<file path="src/rtl/stxf_pkg.sv">
// Package for the start/length/end frame checker.
// Holds the shared types, codes and widths; no dependencies.
package stxf_pkg;

    localparam int LENGTH_DIGITS = 4;   // length-field bytes, 1 to 4
    localparam int CNT_W         = 14;  // width of the length and byte counters
    localparam int SEEN_W        = 3;   // width of the length-field byte counter
    localparam int BYTE_W        = 8;
    localparam int CFG_IDX_W     = 1;

    localparam logic [BYTE_W-1:0] START_CODE_RST = 8'h02;
    localparam logic [BYTE_W-1:0] END_CODE_RST   = 8'h03;
    localparam logic [BYTE_W-1:0] CHAR_SPACE     = 8'h20;
    localparam logic [BYTE_W-1:0] CHAR_ZERO      = 8'h30;
    localparam logic [BYTE_W-1:0] CHAR_NINE      = 8'h39;

    localparam logic [CFG_IDX_W-1:0] CFG_START_CODE = 1'd0;
    localparam logic [CFG_IDX_W-1:0] CFG_END_CODE   = 1'd1;

    typedef enum logic [1:0] {
        PH_HUNT = 2'd0,
        PH_LEAD = 2'd1,
        PH_DIGS = 2'd2,
        PH_BODY = 2'd3
    } t_phase;

    typedef enum logic [1:0] {
        ST_NONE     = 2'd0,
        ST_GOOD     = 2'd1,
        ST_MISMATCH = 2'd2,
        ST_OVERRUN  = 2'd3
    } t_status;

    typedef struct packed {
        logic [BYTE_W-1:0] echo_byte;
        logic              in_frame;
        logic              frame_end;
        t_status           frame_status;
    } t_result;

endpackage

</file>
<file path="src/rtl/stxf_parser.sv">
// Frame parser: holds the framing state and builds the result of each byte.
// Depends on stxf_pkg.
module stxf_parser (
    input  logic                        i_clk,
    input  logic                        i_rst_n,
    input  logic                        i_accept,
    input  logic [stxf_pkg::BYTE_W-1:0] i_byte,
    input  logic [stxf_pkg::BYTE_W-1:0] i_start_code,
    input  logic [stxf_pkg::BYTE_W-1:0] i_end_code,
    output stxf_pkg::t_result           o_result
);

    stxf_pkg::t_phase              r_phase,   n_phase;
    logic [stxf_pkg::SEEN_W-1:0]   r_seen,    n_seen;
    logic                          r_stopped, n_stopped;
    logic [stxf_pkg::CNT_W-1:0]    r_len,     n_len;
    logic [stxf_pkg::CNT_W-1:0]    r_cnt,     n_cnt;

    logic                          is_digit;
    logic [stxf_pkg::CNT_W-1:0]    len_x10;

    always_ff @(posedge i_clk) begin
        if (!i_rst_n) begin
            r_phase   <= stxf_pkg::PH_HUNT;
            r_seen    <= '0;
            r_stopped <= 1'b0;
            r_len     <= '0;
            r_cnt     <= '0;
        end else if (i_accept) begin
            r_phase   <= n_phase;
            r_seen    <= n_seen;
            r_stopped <= n_stopped;
            r_len     <= n_len;
            r_cnt     <= n_cnt;
        end
    end

    assign is_digit = (i_byte >= stxf_pkg::CHAR_ZERO) && (i_byte <= stxf_pkg::CHAR_NINE);
    // Times ten as two shifts and an add; the value wraps to the counter width.
    assign len_x10  = (r_len << 3) + (r_len << 1);

    always_comb begin
        n_phase   = r_phase;
        n_seen    = r_seen;
        n_stopped = r_stopped;
        n_len     = r_len;
        n_cnt     = r_cnt;
        o_result.echo_byte    = i_byte;
        o_result.in_frame     = 1'b0;
        o_result.frame_end    = 1'b0;
        o_result.frame_status = stxf_pkg::ST_NONE;

        if (r_phase == stxf_pkg::PH_HUNT) begin
            if (i_byte == i_start_code) begin
                o_result.in_frame = 1'b1;
                n_phase   = stxf_pkg::PH_LEAD;
                n_seen    = '0;
                n_stopped = 1'b0;
                n_len     = '0;
                n_cnt     = stxf_pkg::CNT_W'(1);
            end
        end else begin
            o_result.in_frame = 1'b1;
            n_cnt = r_cnt + stxf_pkg::CNT_W'(1);
            if (i_byte == i_end_code) begin
                // The end code wins over length parsing once a frame is open.
                o_result.frame_end    = 1'b1;
                o_result.frame_status = (n_cnt == r_len) ? stxf_pkg::ST_GOOD
                                                         : stxf_pkg::ST_MISMATCH;
                n_phase = stxf_pkg::PH_HUNT;
            end else if (r_phase != stxf_pkg::PH_BODY) begin
                if (!r_stopped) begin
                    if (is_digit) begin
                        n_len   = len_x10 + stxf_pkg::CNT_W'(i_byte[3:0]);
                        n_phase = stxf_pkg::PH_DIGS;
                    end else if (!((i_byte == stxf_pkg::CHAR_SPACE) &&
                                   (r_phase == stxf_pkg::PH_LEAD))) begin
                        n_stopped = 1'b1;
                    end
                end
                n_seen = r_seen + stxf_pkg::SEEN_W'(1);
                if (n_seen >= stxf_pkg::SEEN_W'(stxf_pkg::LENGTH_DIGITS)) begin
                    n_phase = stxf_pkg::PH_BODY;
                    // A stated length already reached means the frame is overrun.
                    if (n_cnt >= n_len) begin
                        o_result.frame_end    = 1'b1;
                        o_result.frame_status = stxf_pkg::ST_OVERRUN;
                        n_phase = stxf_pkg::PH_HUNT;
                    end
                end
            end else if (n_cnt >= r_len) begin
                o_result.frame_end    = 1'b1;
                o_result.frame_status = stxf_pkg::ST_OVERRUN;
                n_phase = stxf_pkg::PH_HUNT;
            end
        end
    end

endmodule

</file>
<file path="src/rtl/stxf_out_reg.sv">
// Result register for the frame checker's output stream.
// Depends on stxf_pkg.
module stxf_out_reg (
    input  logic              i_clk,
    input  logic              i_rst_n,
    input  logic              i_load,
    input  stxf_pkg::t_result i_result,
    input  logic              i_take,
    output logic              o_valid,
    output logic              o_free,
    output stxf_pkg::t_result o_result
);

    logic              r_valid;
    stxf_pkg::t_result r_result;

    // The slot is free when empty or when its beat leaves in this cycle.
    assign o_free   = !r_valid || i_take;
    assign o_valid  = r_valid;
    assign o_result = r_result;

    always_ff @(posedge i_clk) begin
        if (!i_rst_n) begin
            r_valid <= 1'b0;
        end else if (i_load) begin
            r_valid <= 1'b1;
        end else if (i_take) begin
            r_valid <= 1'b0;
        end
    end

    always_ff @(posedge i_clk) begin
        if (i_load) begin
            r_result <= i_result;
        end
    end

endmodule

</file>
<file path="src/rtl/stx_len_etx_frame_checker_core.sv">
// Top level of the start/length/end frame checker: configuration registers,
// parser and result register. Depends on stxf_pkg, stxf_parser, stxf_out_reg.
//
//  Channel   Direction  Beat carries
//  s         in         one received byte
//  m         out        echoed byte, in-frame flag, frame end, status
//  cfg       in         register index and value (start or end code)
//
// One byte is accepted per cycle while the output register can take it; its
// result is in the output register in the next cycle.
// The output register sets the rate: a new byte is taken whenever the
// register is empty or its beat is being taken in the same cycle.
// Synchronous active-low reset returns to hunting with codes 0x02 and 0x03.
module stx_len_etx_frame_checker_core (
    input  logic                           i_clk,
    input  logic                           i_rst_n,
    input  logic                           i_s_tvalid,
    output logic                           o_s_tready,
    input  logic [7:0]                     i_s_tdata,   // [7:0] data_byte
    output logic                           o_m_tvalid,
    input  logic                           i_m_tready,
    output logic [7:0]                     o_m_tdata,   // [7:0] echo_byte
    output logic                           o_m_tlast,   // frame_end
    output logic [2:0]                     o_m_tuser,   // [0] in_frame, [2:1] frame_status
    input  logic                           i_cfg_valid,
    output logic                           o_cfg_ready,
    input  logic [stxf_pkg::CFG_IDX_W-1:0] i_cfg_index,
    input  logic [7:0]                     i_cfg_data
);

    logic [stxf_pkg::BYTE_W-1:0] r_start_code;
    logic [stxf_pkg::BYTE_W-1:0] r_end_code;
    logic                        s_accept;
    logic                        m_take;
    logic                        out_free;
    stxf_pkg::t_result           new_result;
    stxf_pkg::t_result           out_result;

    assign o_cfg_ready = 1'b1;

    always_ff @(posedge i_clk) begin
        if (!i_rst_n) begin
            r_start_code <= stxf_pkg::START_CODE_RST;
            r_end_code   <= stxf_pkg::END_CODE_RST;
        end else if (i_cfg_valid) begin
            unique case (i_cfg_index)
                stxf_pkg::CFG_START_CODE: r_start_code <= i_cfg_data;
                stxf_pkg::CFG_END_CODE:   r_end_code   <= i_cfg_data;
                default: ;
            endcase
        end
    end

    assign m_take     = o_m_tvalid && i_m_tready;
    assign o_s_tready = out_free;
    assign s_accept   = i_s_tvalid && out_free;

    stxf_parser u_parser (
        .i_clk        (i_clk),
        .i_rst_n      (i_rst_n),
        .i_accept     (s_accept),
        .i_byte       (i_s_tdata),
        .i_start_code (r_start_code),
        .i_end_code   (r_end_code),
        .o_result     (new_result)
    );

    stxf_out_reg u_out_reg (
        .i_clk    (i_clk),
        .i_rst_n  (i_rst_n),
        .i_load   (s_accept),
        .i_result (new_result),
        .i_take   (m_take),
        .o_valid  (o_m_tvalid),
        .o_free   (out_free),
        .o_result (out_result)
    );

    assign o_m_tdata = out_result.echo_byte;
    assign o_m_tlast = out_result.frame_end;
    assign o_m_tuser = {out_result.frame_status, out_result.in_frame};

    // A status is only reported on the beat that closes a frame.
    a_status_on_end : assert property (@(posedge i_clk) disable iff (!i_rst_n)
        o_m_tvalid && !o_m_tlast |-> o_m_tuser[2:1] == stxf_pkg::ST_NONE)
        else $error("status reported without frame end");

    // A closing beat always belongs to a frame and carries a status.
    a_end_in_frame : assert property (@(posedge i_clk) disable iff (!i_rst_n)
        o_m_tvalid && o_m_tlast |-> o_m_tuser[0] && (o_m_tuser[2:1] != stxf_pkg::ST_NONE))
        else $error("frame end outside a frame or without status");

    // Every accepted byte produces a result beat in the next cycle.
    a_accept_to_result : assert property (@(posedge i_clk) disable iff (!i_rst_n)
        i_s_tvalid && o_s_tready |=> o_m_tvalid)
        else $error("accepted byte lost");

endmodule
</file>
<file path="config.mk">
export PLATFORM = sky130hd
export DESIGN_NAME = stx_len_etx_frame_checker_core
export DESIGN_NICKNAME = d
export VERILOG_FILES = /design/src/rtl/stxf_pkg.sv /design/src/rtl/stxf_parser.sv /design/src/rtl/stxf_out_reg.sv /design/src/rtl/stx_len_etx_frame_checker_core.sv
export SDC_FILE = /design/constraint.sdc
export NUM_CORES = 1
export LEC_CHECK = 0
export BUFFER_PORTS_ARGS = -buffer_cell sky130_fd_sc_hd__buf_2
export CORE_MARGIN = 2
export CORE_UTILIZATION = 53
export DETAILED_ROUTE_END_ITERATION = 7
export GPL_ROUTABILITY_DRIVEN = 1
export PLACE_DENSITY = 0.71
export SLEW_MARGIN = 20
export SYNTH_ARGS = -nofsm -noshare
export SYNTH_HDL_FRONTEND = slang
export SYNTH_SLANG_ARGS = --single-unit
export TNS_END_PERCENT = 1
</file>
<file path="constraint.sdc">
create_clock -name i_clk -period 4.8 [get_ports i_clk]
set_input_delay 0.48 -clock i_clk [delete_from_list [all_inputs] [get_ports i_clk]]
set_output_delay 0.48 -clock i_clk [all_outputs]
set_load 0.03 [all_outputs]
</file>
==> flow_metrics.py <==
metrics = {
    "clocking": {
        "cts-buffers-inserted": 9,
        "numClockSinks": 63,
        "htree_levels": 3,
        "cts.path.max_buffers": 2,
        "path_clk_slew_ns": 0.08,
        "post_cts_resized": 0,
        "post_cts_buffers": 0,
        "clock-root-buffer": "clkbuf_8",
        "holdBufCountCts": 0,
        "insertion_delay_ns": 0.35,
        "cts_tree": "yes",
    },
    "worst_setup_path": {
        "startpoint": "u_parser.r_len[2]$_SDFFE_PN0P_",
        "setup.worst_path.end_class": "flop",
        "worstPathArrival_ns": 4.40,
        "path_class": "reg -> reg",
        "worst_r2r_path_depth": 15,
        "endpoint": "u_parser.r_phase[1]$_SDFFE_PN0P_",
        "timing.rr.end": "u_parser.r_phase[1]$_SDFFE_PN0P_",
        "r2r-start": "u_parser.r_len[2]$_SDFFE_PN0P_",
        "cp.required_ns": 5.06,
        "crit_fanout": 5,
        "start_kind": "flop",
        "r2r_slack_ns": 0.67,
    },
    "logic_synthesis": {
        "seq_area_frac_synth": 0.3088,
        "synth_fp_nets": 593,
        "avgSynthCellArea_um2": 8.652,
        "syn-instance-count": 517,
        "yosysWarningCount": 0,
        "ys_top_cells_by_area": "dfxtp_1 23%, ha_1 15%, edfxtp_1 8.1%",
        "ys_ff_latch": 63,
        "synth-async-reset-ratio": 0,
        "synth_top_cell_by_area": "dfxtp_1",
        "synthFlopType": "dfxtp_1",
        "synth.distinct_cells": 59,
        "synth_edf_count": 12,
        "synth_top_cell_area_share": 0.2283,
        "syn_area_um2": 4473,
    },
    "timing": {
        "relSlewSlack": 0.3828,
        "finalSetupViolCount": 0,
        "period_minus_slack_ns": 4.133,
        "whs_ns": 0.3613,
        "finalHoldViolCount": 0,
        "rsz0062_at_grt": "false",
        "finalMaxSlewViolations": 0,
        "tns_ns": 0,
        "finClkSkew_ns": 0.009479,
        "period_share": 0.8610,
        "tightest_slew_ns": 0.9258,
        "max_freq_ghz": 0.2420,
    },
    "global_routing": {
        "grt_max_degree": 56,
        "antenna_found_initial": 0,
        "grt_usage": 0.2433,
        "grt_overflow_total": 0,
        "grt_pass1_wl_um": 17410,
        "grt_pass1_vias": 3725,
    },
    "pwr": {
        "p_sw_w": 0.0003413,
        "power.leakage_nw": 2.028,
        "cellInternalPower_w": 0.0009708,
        "power_frac_comb": 0.111,
        "power_density_nw_per_um2": 264.0,
        "seqPwrFrac": 0.435,
        "irDropWorstVdd_mv": 0.2046,
        "power_frac_clock": 0.453,
        "swShare": 0.2601,
    },
    "cells_and_area": {
        "drive_above_1_share": 0.1322,
        "final_cell_count_no_fill": 657,
        "fill_cells": 767,
        "diodes": 0,
        "nets": 623,
        "area_growth_pct": 11.13,
    },
    "drt": {
        "drc_errors": 0,
        "avgRoutedWirePerCell_um": 16.02,
        "drtPass1Iterations": 4,
        "ant_nets": 0,
        "vias": 3839,
        "via_per_inst": 5.843,
        "drtIter0Drc": 168,
        "routed_wl_um": 10530,
    },
    "placed_design": {
        "io_buffers": 35,
        "dp.cells": 641,
        "dp_hpwl_um": 7870,
        "place.gp.congestion": 0.8498,
    },
    "min_path": {
        "hp-class": "in -> reg",
    },
    "floorplanning": {
        "start_util": 0.5444,
        "io_pins": 37,
        "fp.dieH_um": 95.87,
        "rows": 33,
        "fp.coreArea_um2": 8217,
        "die_w_um": 95.87,
        "die_area_um2": 9190,
    },
    "outcome": {
        "status": "finished clean",
    },
    "run": {
        "drv_cap": 0,
    },
}
[kinds of logic (layout without fill, tap and decap cells)]
group / count (synthesis) / count (layout) / synth area share
xor+xnor: 37 / 37 / 0.07245
buf+inv: 42 / 77 / 0.03832
flops: 63 / 63 / 0.3088
compound gates: 128 / 128 / 0.1986
other cells: 1 / 1 / 0.0008384
mux: 8 / 8 / 0.01930
simple gates: 184 / 184 / 0.2073
fa+ha+maj: 54 / 54 / 0.1544
[cells in the mapped netlist (11+ instances only)]
master	number
xor2_1	17
clkbuf_1	12
edfxtp_1	12
a21boi_1	11
inv_1	23
nand3_1	17
ha_1	52
nand2_1	70
xnor2_1	20
a21boi_0	23
dfxtp_1	51
o21ai_0	28
nor2_1	28
a21oi_1	14
[layer usage]
layer  track usage  vias up  part of all wire
met1        0.2913     1846              0.45
li1              -     1903                 -
met5             0        -                 0
met2        0.4347       74              0.50
met3       0.05247       16             0.036
met4       0.07381        0             0.018
[sequential cells by signal, summed over array words and instances, names as in the netlist]
name                cells
r_end_code              8
r_start_code            8
u_out_reg.o_result     12
u_out_reg.o_valid       1
u_parser.r_cnt         14
u_parser.r_len         14
u_parser.r_phase        2
u_parser.r_seen         3
u_parser.r_stopped      1
[worst max-delay path: stages, from the launching register on]
cell      delay [ns]
dfxtp_1         0.46
fa_1            0.48
ha_1            0.32
a211oi_1        0.25
nor2_1          0.13
o31ai_2         0.33
o21ai_0         0.19
xnor2_1         0.17
mux2_2          0.27
ha_1            0.29
nand3_1         0.09
nand2_1         0.05
a221o_1         0.32
a211o_1         0.30
a21bo_2         0.22
o31ai_2         0.17
[worst min-delay path by stage]
| stage | from | endpoint | slack, ns | depth (start not counted) |
|---|---|---|---|---|
| floorplan | u_parser.r_len[13]$_SDFFE_PN0P_ | u_parser.r_len[13]$_SDFFE_PN0P_ | 0.45 | 2 |
| global placement | r_end_code[0]$_SDFFE_PN1P_ | r_end_code[0]$_SDFFE_PN1P_ | 0.47 | 2 |
| detailed placement | u_parser.r_len[13]$_SDFFE_PN0P_ | u_parser.r_len[13]$_SDFFE_PN0P_ | 0.47 | 2 |
| CTS | i_cfg_data[1] | r_end_code[1]$_SDFFE_PN1P_ | 0.35 | 3 |
| global route | i_cfg_data[1] | r_end_code[1]$_SDFFE_PN1P_ | 0.35 | 3 |
| finish | i_cfg_data[1] | r_end_code[1]$_SDFFE_PN1P_ | 0.36 | 3 |
[through the flow]
stage | utilization | power, W | setup slack [ns] | area, µm²
after floorplan | - | 0.0006825 | 0.8316 | 4473
after global placement | 0.5741 | 0.0007256 | 0.4595 | 4717
after detailed placement | 0.5741 | 0.0007294 | 0.4079 | 4717
after CTS | 0.6050 | 0.001319 | 0.6551 | 4971
after global routing | 0.6050 | 0.001359 | 0.3835 | 4971
final | 0.6050 | 0.001312 | 0.6672 | 4971
[cell usage in the layout, fill, tap and decap left out, types with 11 or more instances in the layout]
cell,n
a21boi_0,23
a21boi_1,11
a21oi_1,14
buf_2,35
dfxtp_1,51
edfxtp_1,12
ha_1,52
inv_1,23
nand2_1,70
nand3_1,17
nor2_1,28
o21ai_0,28
xnor2_1,20
xor2_1,17
[power by group through the flow]
stage               Sequential, W  Clock [W]  Combinational, W
floorplan                0.000590          0         0.0000921
global placement         0.000583          0          0.000143
detailed placement       0.000583          0          0.000146
CTS                      0.000571   0.000602          0.000147
global route             0.000573   0.000624          0.000162
finish                   0.000571   0.000595          0.000146
[layout make-up]
| type | instances | area (µm²) | area share |
|---|---|---|---|
| inverter | 23 | 86.33 | 0.01737 |
| multi-input combinational | 412 | 2920 | 0.5875 |
| sequential | 63 | 1381 | 0.2779 |
| timing repair buffer | 38 | 197.7 | 0.03977 |
| tap | 105 | 131.4 | 0.02643 |
| clock buffer | 10 | 137.6 | 0.02769 |
| clock inverter | 6 | 116.4 | 0.02341 |
Note: power is estimated with default switching activity, not from simulation.
